`src/design/rspg_pkg.sv`:
```
// Shared types, constants and tables for the raster scan point generator.
// Used by the controller, the datapath and the top level; no dependencies.
package rspg_pkg;

  localparam int FINE_STEPS      = 10;
  localparam int MAX_BARS        = 64;
  localparam int ANGLE_FRAC_BITS = 7;
  localparam int CORDIC_STEPS    = 16;

  localparam int IDX_W  = 6;   // column and row index
  localparam int FINE_W = 4;   // fine step index
  localparam int DIV_W  = 27;  // dividend and quotient bits
  localparam int DVS_W  = 11;  // divisor bits
  localparam int QUO_W  = 23;  // quotient bits that can be nonzero
  localparam int ANG_W  = 26;  // angle work register
  localparam int XY_W   = 33;  // CORDIC x and y
  localparam int SAT_W  = 23;  // rounded value before saturation
  localparam int CNT_W  = 5;   // step counter

  localparam int FULL_TURN   = 360 << ANGLE_FRAC_BITS;
  localparam int HALF_TURN   = 180 << ANGLE_FRAC_BITS;
  localparam int FINE_SHIFT  = 16 - ANGLE_FRAC_BITS;
  localparam int DEG90       = 5898240;
  localparam int DEG180      = 11796480;
  localparam int CORDIC_GAIN = 652032874;
  localparam int RED_LAST    = 9;   // offset, eight subtractions, half-turn fold
  localparam int RED_TOP     = 8;   // first subtraction uses FULL_TURN << 7

  typedef enum logic [2:0] {
    CFG_AZ_CENTER   = 3'd0,
    CFG_EL_CENTER   = 3'd1,
    CFG_AZ_WIDTH    = 3'd2,
    CFG_EL_HEIGHT   = 3'd3,
    CFG_BAR_COUNT   = 3'd4
  } cfg_idx_t;

  typedef enum logic [3:0] {
    ST_IDLE, ST_MUL, ST_DIVL, ST_DIV, ST_ANG, ST_RED,
    ST_CORL, ST_CORD, ST_CSAV, ST_PROD, ST_OUT
  } state_t;

  typedef enum logic [3:0] {
    OP_NONE, OP_RESTART, OP_MUL, OP_DIV_LOAD, OP_DIV_STEP, OP_ANG,
    OP_RED_STEP, OP_COR_LOAD, OP_COR_STEP, OP_COR_SAVE, OP_PROD, OP_WRITE
  } dp_op_t;

  typedef struct packed {
    dp_op_t op;
    logic   sel_el;   // 0: azimuth pass, 1: elevation pass
  } dp_cmd_t;

  typedef struct packed {
    logic step_last;
    logic out_busy;
  } dp_status_t;

  // CORDIC arctangent table in 2^-16 degree
  function automatic logic [21:0] atan_val(input logic [3:0] n);
    logic [21:0] v;
    case (n)
      4'd0:    v = 22'd2949120;
      4'd1:    v = 22'd1740967;
      4'd2:    v = 22'd919879;
      4'd3:    v = 22'd466945;
      4'd4:    v = 22'd234379;
      4'd5:    v = 22'd117304;
      4'd6:    v = 22'd58666;
      4'd7:    v = 22'd29335;
      4'd8:    v = 22'd14668;
      4'd9:    v = 22'd7334;
      4'd10:   v = 22'd3667;
      4'd11:   v = 22'd1833;
      4'd12:   v = 22'd917;
      4'd13:   v = 22'd458;
      4'd14:   v = 22'd229;
      default: v = 22'd115;
    endcase
    return v;
  endfunction

  // Clamp to the Q1.15 range
  function automatic logic signed [15:0] sat16(input logic signed [SAT_W-1:0] v);
    logic signed [15:0] r;
    if (v > SAT_W'(32767)) r = 16'sh7fff;
    else if (v < -SAT_W'(32768)) r = 16'sh8000;
    else r = 16'(v);
    return r;
  endfunction

endpackage

```
`src/design/rspg_ctrl.sv`:
```
// Sequencer for the raster scan point generator.
// Depends on rspg_pkg; drives commands to rspg_datapath.
module rspg_ctrl
  import rspg_pkg::*;
(
  input  logic       clk,
  input  logic       rst_n,
  input  logic       in_valid,
  input  logic       in_advance,
  output logic       in_stall,
  input  dp_status_t status,
  output dp_cmd_t    cmd
);

  state_t state_r, state_nxt;
  logic   sel_el_r;

  // State and pass select
  always_ff @(posedge clk) begin
    if (!rst_n) begin
      state_r  <= ST_IDLE;
      sel_el_r <= 1'b0;
    end else begin
      state_r <= state_nxt;
      if (state_r == ST_MUL) sel_el_r <= 1'b0;
      else if (state_r == ST_CSAV) sel_el_r <= 1'b1;
    end
  end

  // Next state
  always_comb begin
    state_nxt = state_r;
    case (state_r)
      ST_IDLE: if (in_valid && in_advance) state_nxt = ST_MUL;
      ST_MUL:  state_nxt = ST_DIVL;
      ST_DIVL: state_nxt = ST_DIV;
      ST_DIV:  if (status.step_last) state_nxt = ST_ANG;
      ST_ANG:  state_nxt = ST_RED;
      ST_RED:  if (status.step_last) state_nxt = ST_CORL;
      ST_CORL: state_nxt = ST_CORD;
      ST_CORD: if (status.step_last) state_nxt = ST_CSAV;
      ST_CSAV: state_nxt = sel_el_r ? ST_PROD : ST_DIVL;
      ST_PROD: state_nxt = ST_OUT;
      ST_OUT:  if (!status.out_busy) state_nxt = ST_IDLE;
      default: state_nxt = ST_IDLE;
    endcase
  end

  // Commands
  always_comb begin
    in_stall   = 1'b1;
    cmd.op     = OP_NONE;
    cmd.sel_el = sel_el_r;
    case (state_r)
      ST_IDLE: begin
        in_stall = 1'b0;
        if (in_valid) cmd.op = in_advance ? OP_MUL : OP_RESTART;
      end
      ST_MUL:  cmd.op = OP_NONE;
      ST_DIVL: cmd.op = OP_DIV_LOAD;
      ST_DIV:  cmd.op = OP_DIV_STEP;
      ST_ANG:  cmd.op = OP_ANG;
      ST_RED:  cmd.op = OP_RED_STEP;
      ST_CORL: cmd.op = OP_COR_LOAD;
      ST_CORD: cmd.op = OP_COR_STEP;
      ST_CSAV: cmd.op = OP_COR_SAVE;
      ST_PROD: cmd.op = OP_PROD;
      ST_OUT:  cmd.op = status.out_busy ? OP_NONE : OP_WRITE;
      default: cmd.op = OP_NONE;
    endcase
  end

endmodule

```
`config.mk`:
```
export PLATFORM = sky130hd
export DESIGN_NAME = rspg_ctrl
export DESIGN_NICKNAME = d
export VERILOG_FILES = /design/src/design/rspg_pkg.sv /design/src/design/rspg_ctrl.sv
export SDC_FILE = /design/constraint.sdc
export NUM_CORES = 1
export LEC_CHECK = 0
export ABC_AREA = 1
export ABC_CLOCK_PERIOD_IN_PS = 3100
export BUFFER_PORTS_ARGS = -buffer_cell sky130_fd_sc_hd__buf_2
export CORE_AREA = 3 3 40 42
export DETAILED_ROUTE_END_ITERATION = 10
export DIE_AREA = 0 0 43 45
export GPL_ROUTABILITY_DRIVEN = 0
export PLACE_DENSITY_LB_ADDON = 0.08
export SYNTH_ARGS = -nofsm -noshare
export SYNTH_HDL_FRONTEND = slang
export SYNTH_SLANG_ARGS = --single-unit
```
`constraint.sdc`:
```
create_clock -name clk -period 3.1 [get_ports clk]
set_input_delay 0.31 -clock clk [delete_from_list [all_inputs] [get_ports clk]]
set_output_delay 0.31 -clock clk [all_outputs]
set_load 0.01 [all_outputs]
```
# --- Word-level counts from Yosys, hierarchy flattened ---
# Index checks and enable logic that the tools add are counted.
totals:
  register_bits: 5
  inputBits: 6
  wordCells: 34
op_classes:
  n_eq_ne: 15
  muxes: 12
  n_bitwise: 1
  reduce_logical: 4
ops:
  columns: ["operator", "n"]
  rows:
  - ["4-bit one-hot mux with 11 select lines", 1]
  - ["4-bit one-hot mux with 10 select lines", 1]
  - ["4-bit 2-to-1 mux", 7]
  - ["4-bit by 3-bit == test with 1-bit output, second input constant", 4]
  - ["4-bit == test, second input constant", 3]
  - ["2-bit inequality test, second input constant", 5]
  - ["4-bit by 2-bit == test with 1-bit output, second input constant", 2]
  - ["5-bit AND reduction", 1]
  - ["4-bit by 1-bit == test with 1-bit output, second input constant", 1]
  - ["4-bit logical NOT", 1]
  - ["2-bit 2-to-1 mux", 2]
  - ["2-bit OR reduction", 1]
  - ["1-bit logical AND", 1]
  - ["1-bit 2-to-1 mux", 1]
  - ["1-bit NOT", 1]

# --- Depth between registers and ports, before layout ---
# Gate-level depths: netlist of the first run.
depth:
  depth_word: 3
  ltp_mapped: 9

# --- Worst setup path after synthesis of the first run ---
# No wires, ideal clock.
synth_timing:
  kind: "reg2out"
  start: "reg state_r[2]"
  end: "out cmd[1] in the netlist's numbering"
  arrival_ns: 0.966
  required_ns: 2.790
  slack_ns: 1.824
  stages_incl_launch_ff: 6
  path_cell_list: "dfxtp_1 > nor2_1 > nand2_1 > inv_1 > nand3b_1 > o2111ai_1"
synth_lines:
  columns: ["element", "line_no", "text"]
  rows:
  - ["start, declared", "rspg_ctrl.sv:15", "state_t state_r, state_nxt;"]
  - ["start signal, assigned", "rspg_ctrl.sv:24", "state_r <= state_nxt;"]
  - ["end, declared", "rspg_ctrl.sv:12", "output dp_cmd_t cmd"]

==> flow_metrics.env, run 1 <==
export IMPL_nFillCells=160
export IMPL_routed_top_layer="met4"
export IMPL_drive_gt1_share_pct=19.32
export IMPL_synth_area_leaders="dfxtp_1, nand2_1, inv_1"
export IMPL_synth_largest_area_cell="dfxtp_1"
export IMPL_io_buffers=11
export IMPL_synth_nets=80
export IMPL_grt_max_degree=8
export IMPL_track_usage_pct=13.02
export IMPL_grt_pass1_vias=460
export IMPL_finalCritPeriodShare_pct=56.48
export IMPL_required_ns=2.79
export IMPL_path_clk_slew_ns=0.04
export IMPL_initial_utilization_pct=31.74
export IMPL_ys_seq_area_share_pct=24.54
export IMPL_drc=0
export IMPL_regArea_um2=100.1
export IMPL_hold_class="input port to flop"
export IMPL_die_h_um=45
export IMPL_core_area_um2=1285
export IMPL_leakage_nw=0.2705
export IMPL_root_buffer="clkbuf_4"
export IMPL_cts_tree="yes"
export IMPL_worstPathArrival_ns=1.44
export IMPL_cpLargestDelayFamily="simple AND/OR/NAND/NOR gates"
export IMPL_worstSetupPathType="flop to primary output"
export IMPL_cts_resized_gates=0
export IMPL_cpMostUsedCell="nor2_1"
export IMPL_area_delta_synth_final_pct=22.70
export IMPL_cap_violations=0
export IMPL_cts_hold_buf=0
export IMPL_power_density_nw_per_um2=365.4
export IMPL_max_freq_ghz=0.5711
export IMPL_cts_buffers=3
export IMPL_post_place_ws_ns=1.622
export IMPL_wirelength_um=1045
export IMPL_hold_violations=0
export IMPL_synth_seq_cells=5
export IMPL_tightest_slew_ns=0.2627
export IMPL_yosysUniqueCellTypes=15
export IMPL_syn_inst=74
export IMPL_wl_met3_um=18
export IMPL_met2_length_um=515
export IMPL_status="completed"
export IMPL_crit_path_end_kind="primary output"
export IMPL_multi_input_area_um2=247.7
export IMPL_drt_met1_wl_um=492
export IMPL_synth_top_cell_area_share_pct=24.54
export IMPL_max_vdd_ir_drop_v=0.0001522
export IMPL_clk_latency_ns=0.24
export IMPL_firstDrtPassIters=4
export IMPL_yosysMostFrequentCell="nand2_1"
export IMPL_die_w_um=43
export IMPL_async_flop_share_pct=0
export IMPL_diodes=0
export IMPL_routed_via_density=4.670
export IMPL_setup_viol=0
export IMPL_synthesis_area_um2=407.9
export IMPL_reg2reg_slack_ns=1.84
export IMPL_fin_ws_ns=1.349
export IMPL_syn_area_per_cell_um2=5.512
export IMPL_path_cells="inv_1, nor2_2, nand2_1, nor2_1, nor2_1, o2111ai_1, buf_2"
export IMPL_final_max_slew_viol_count=0
export IMPL_synth_edf_count=0
export IMPL_ios=12
export IMPL_rsz0062_at_grt="no"
export IMPL_dr_first_iter_drc_count=13
export IMPL_synth_ff_type="dfxtp_1"
export IMPL_cpPeakStageDelay_ns=0.42
export IMPL_cts_sinks=5
export IMPL_routedWlPerCell_um=10.15
export IMPL_antenna_found_initial=0
export IMPL_synth_common_cells="nand2_1, inv_1, nor2_1"
export IMPL_ant_nets=0
export IMPL_cts_setup_buffers=0
export IMPL_tns_ns=0
export IMPL_grt_pass1_wl_um=1849
export IMPL_synth_warnings=0
export IMPL_vias=481
export IMPL_die_area_um2=1935
export IMPL_rows=13
export IMPL_fin_nets=95
export IMPL_clock_skew_ns=0.001573
export IMPL_startpoint_type="flop"
export IMPL_finalCriticalPeriod_ns=1.751
export IMPL_overflow=0
export IMPL_clockBufferDepth=2
export IMPL_htreeDepth=1
export IMPL_critical_path_max_fanout=6
export IMPL_cp_num_buf_inv=2
export IMPL_maxSlewHeadroom_pct=82.42
export IMPL_crit_slowest_cell="dfxtp_1"
export IMPL_hpwlAfterDp_um=876.5
[power by group]
group,total (W),leakage (nW),switching [W],internal (W)
clock network,0.0000759,0.0150,0.0000272,0.0000487
registers,0.0000694,0.0405,0.00000286,0.0000665
logic,0.0000376,0.215,0.0000230,0.0000146
total,0.000183,0.270,0.0000531,0.000130
[routing by layer]
layer	vias up	track usage, %
met2	7	20.96
met4	0	10.24
met5	-	0
met1	209	15.53
li1	263	-
met3	2	1.992
[sequential cells by signal, summed over array words and instances (netlist names)]
name / flops
sel_el_r: 1
state_r: 4
[cell usage in the layout (no fill, tap or decap)]
| cell | netlist | final |
|---|---|---|
| a211oi_1 | 1 | 1 |
| a21oi_1 | 6 | 6 |
| a21oi_2 | 1 | 1 |
| buf_2 | 0 | 11 |
| clkbuf_1 | 0 | 1 |
| clkbuf_4 | 0 | 3 |
| dfxtp_1 | 5 | 5 |
| inv_1 | 14 | 14 |
| nand2_1 | 23 | 23 |
| nand3_1 | 5 | 5 |
| nand3b_1 | 1 | 1 |
| nand4_1 | 1 | 1 |
| nor2_1 | 9 | 9 |
| nor2_2 | 2 | 2 |
| o2111ai_1 | 1 | 1 |
| o21ai_0 | 3 | 3 |
| o22ai_1 | 1 | 1 |
[metrics by stage]
step           hold slack [ns]   power [W]  utilization, %  instances  cell area [um^2]
4_1_cts                 0.3303   0.0001870           38.95        103             500.5
2_1_floorplan           0.4484  0.00009472               -         74             407.9
3_5_place_dp            0.5042   0.0001082           36.90         99             474.2
6_report                0.3479   0.0001829           38.95        103             500.5
3_3_place_gp            0.5006   0.0001089           36.90         99             474.2
5_1_grt                 0.3490   0.0001943           38.95        103             500.5
[worst reg2reg max path: cells and delay by family (launching register included)]
family                 cells  cell delay [ns]
buffers and inverters      1             0.10
flip-flops                 1             0.42
AO/OA/AOI/OAI              1             0.06
AND/OR/NAND/NOR            5             0.58
[kinds of logic (layout without fill, tap and decap cells)]
| logic type | after synthesis | in the layout | share of synthesized area (%) |
|---|---|---|---|
| AO/OA/AOI/OAI | 13 | 13 | 18.71 |
| flip-flops | 5 | 5 | 24.54 |
| AND/OR/NAND/NOR | 41 | 41 | 42.02 |
| buffers and inverters | 15 | 29 | 14.72 |
[final timing paths]
check | startpoint | endpoint | depth (start not counted)
worst max-delay path | state_r[3]$_SDFFE_PN0P_ | cmd[1] | 7
worst max register to register | state_r[3]$_SDFFE_PN0P_ | state_r[2]$_SDFFE_PN0P_ | 7
worst min register to register | state_r[1]$_SDFFE_PN0P_ | state_r[1]$_SDFFE_PN0P_ | 2
worst min-delay path | rst_n | sel_el_r$_SDFFE_PP0N_ | 3
[final cells by class]
class,instances,area share [%]
multi-input cells,54,49.50
repair buffers,11,11.00
inverters,14,10.50
clock buffers,4,5.250
flip-flops and latches,5,20.00
well taps,15,3.750
Note: power is estimated with default switching activity, not from simulation.
==> inputs of run 2 (changes only) <==
Settings changed: ABC_CLOCK_PERIOD_IN_PS 3100 to 1500.
Clock period 3.1 ns to 1.5 ns, I/O delays scaled along.
==> run 2 against run 1 <==
Compared with the run above: global-route usage up 0.39 points; combinational power up 120%; non-clock buffer count up 3; sequential power up 110%; highest routed layer unchanged; first-iteration DRC count down 46%; sequential share of layout area down 0.62 points; largest cell class unchanged; utilization up 5.3 points; final cell count up 2.9%; power up 110%.
==> flow_metrics.env, run 2 (synthesis gave the netlist of run 1 again) <==
export IMPL_area_delta_synth_final_pct=39.26
export IMPL_hold_violations=0
export IMPL_worstPathArrival_ns=1.26
export IMPL_grt_pass1_vias=482
export IMPL_dr_first_iter_drc_count=7
export IMPL_r2r_start="state_r[3]$_SDFFE_PN0P_"
export IMPL_die_area_um2=1935
export IMPL_rows=13
export IMPL_fin_nets=98
export IMPL_drive_gt1_share_pct=37.36
export IMPL_crit_path_end_kind="primary output"
export IMPL_leakage_nw=0.2891
export IMPL_diodes=0
export IMPL_tns_ns=0
export IMPL_routed_via_density=4.802
export IMPL_root_buffer="clkbuf_4"
export IMPL_core_area_um2=1285
export IMPL_finalCriticalPeriod_ns=1.412
export IMPL_grt_pass1_wl_um=1904
export IMPL_required_ns=1.35
export IMPL_cts_sinks=5
export IMPL_cts_hold_buf=0
export IMPL_wirelength_um=1168
export IMPL_finalPower_w=0.0003798
export IMPL_hp_start="rst_n"
export IMPL_cap_violations=0
export IMPL_critical_path_max_fanout=4
export IMPL_grtUsageMet1_pct=15.46
export IMPL_largest_register_ffs=4
export IMPL_die_w_um=43
export IMPL_antenna_found_initial=0
export IMPL_startpoint_type="flop"
export IMPL_tightest_slew_ns=0.2280
export IMPL_track_usage_pct=13.42
export IMPL_power_density_nw_per_um2=668.6
export IMPL_final_cell_mix="nand2_1, inv_1, buf_2, a21oi_1"
export IMPL_cts_buffers=3
export IMPL_maxSlewHeadroom_pct=84.64
export IMPL_htreeDepth=1
export IMPL_drc=0
export IMPL_met3_usage_pct=2.390
export IMPL_max_freq_ghz=0.7080
export IMPL_final_common_cell="nand2_1"
export IMPL_grt_busiest_layer="met2"
export IMPL_initial_utilization_pct=31.74
export IMPL_cts_tree="yes"
export IMPL_firstDrtPassIters=4
export IMPL_routedWlPerCell_um=11.02
export IMPL_ant_nets=0
export IMPL_overflow=0
export IMPL_die_h_um=45
export IMPL_hpwlAfterDp_um=937.2
export IMPL_setup_viol=0
export IMPL_clockBufferDepth=2
export IMPL_rsz0062_at_grt="no"
export IMPL_final_max_slew_viol_count=0
export IMPL_top_regs="state_r x4, sel_el_r x1"
export IMPL_clock_skew_ns=0.003303
export IMPL_path_clk_slew_ns=0.04
export IMPL_finalCritPeriodShare_pct=94.16
export IMPL_hold_class="input port to flop"
export IMPL_crit_start="state_r[3]$_SDFFE_PN0P_"
export IMPL_max_vdd_ir_drop_v=0.0003369
export IMPL_regMostFlops="state_r"
export IMPL_worstSetupPathType="flop to primary output"
export IMPL_vias=509
export IMPL_clk_latency_ns=0.24
export IMPL_met2_usage_pct=22.75
export IMPL_io_buffers=11
export IMPL_grt_max_degree=8
export IMPL_ios=12
export IMPL_status="completed"
[run 2: cell types whose count changed in the layout (fill, tap and decap cells not counted)]
cell,delta
nor2_2,+3
dfxtp_2,+2
dfxtp_4,+2
inv_2,+2
buf_4,+3
inv_1,-2
dfxtp_1,-4
nand2_1,-2
nand2_2,+2
nor2_4,+3
nor2_1,-6
[run 2: area by class of cell]
type / count / area [um^2]
fillers: 143 / 716.9
multi-input cells: 54 / 282.8
flip-flops and latches: 5 / 110.1
repair buffers: 14 / 77.57
inverters: 14 / 52.55
clock buffers: 4 / 26.28
well taps: 15 / 18.77
[run 2: repair_timing]
item | in CTS | in global routing
gates resized for setup | 5 | 14
gates cloned | 0 | 0
pin swaps | 0 | 3
buffers inserted | 0 | 2
endpoints found under the setup margin | 3 | 4
[run 2: critical path, stage by stage, from the launching register on]
cell       delay, ns
dfxtp_4         0.35
buf_4           0.15
nand2_2         0.09
nor2_4          0.05
nor2_2          0.12
o2111ai_1       0.11
buf_2           0.15
[run 2: worst paths after layout]
path	to	slack, ns	cells past startpoint
max	cmd[1]	0.09	6
min	sel_el_r$_SDFFE_PP0N_	0.18	3
max reg2reg	state_r[0]$_SDFFE_PN0P_	0.26	8
min reg2reg	state_r[1]$_SDFFE_PN0P_	0.49	2
[run 2: through the flow]
| stage | worst slack, ns | area, um^2 | hold WS, ns | util [%] | std cells |
|---|---|---|---|---|---|
| global route | 0.007624 | 568.0 | 0.1943 | 44.21 | 106 |
| detailed placement | 0.1565 | 481.7 | 0.4365 | 37.49 | 100 |
| finish | 0.08758 | 568.0 | 0.1818 | 44.21 | 106 |
| floorplan | 0.3838 | 407.9 | 0.2884 | - | 74 |
| global placement | 0.1398 | 481.7 | 0.4404 | 37.49 | 100 |
| CTS | 0.01100 | 519.2 | 0.1815 | 40.41 | 104 |
[run 2: routing by layer]
metal / wire length [um] / vias up / share of wire (%)
li1: - / 267 / -
met1: 555 / 234 / 48
met2: 583 / 6 / 50
met3: 18 / 2 / 1.5
met4: 10 / 0 / 0.86
met5: 0 / - / 0
[run 2: power by group]
| group | internal (W) | switching [W] | total, W | leakage [nW] |
|---|---|---|---|---|
| Clock | 0.000100 | 0.0000507 | 0.000151 | 0.0150 |
| Combinational | 0.0000321 | 0.0000517 | 0.0000839 | 0.231 |
| Sequential | 0.000136 | 0.00000860 | 0.000145 | 0.0430 |
| Total | 0.000269 | 0.000111 | 0.000380 | 0.289 |
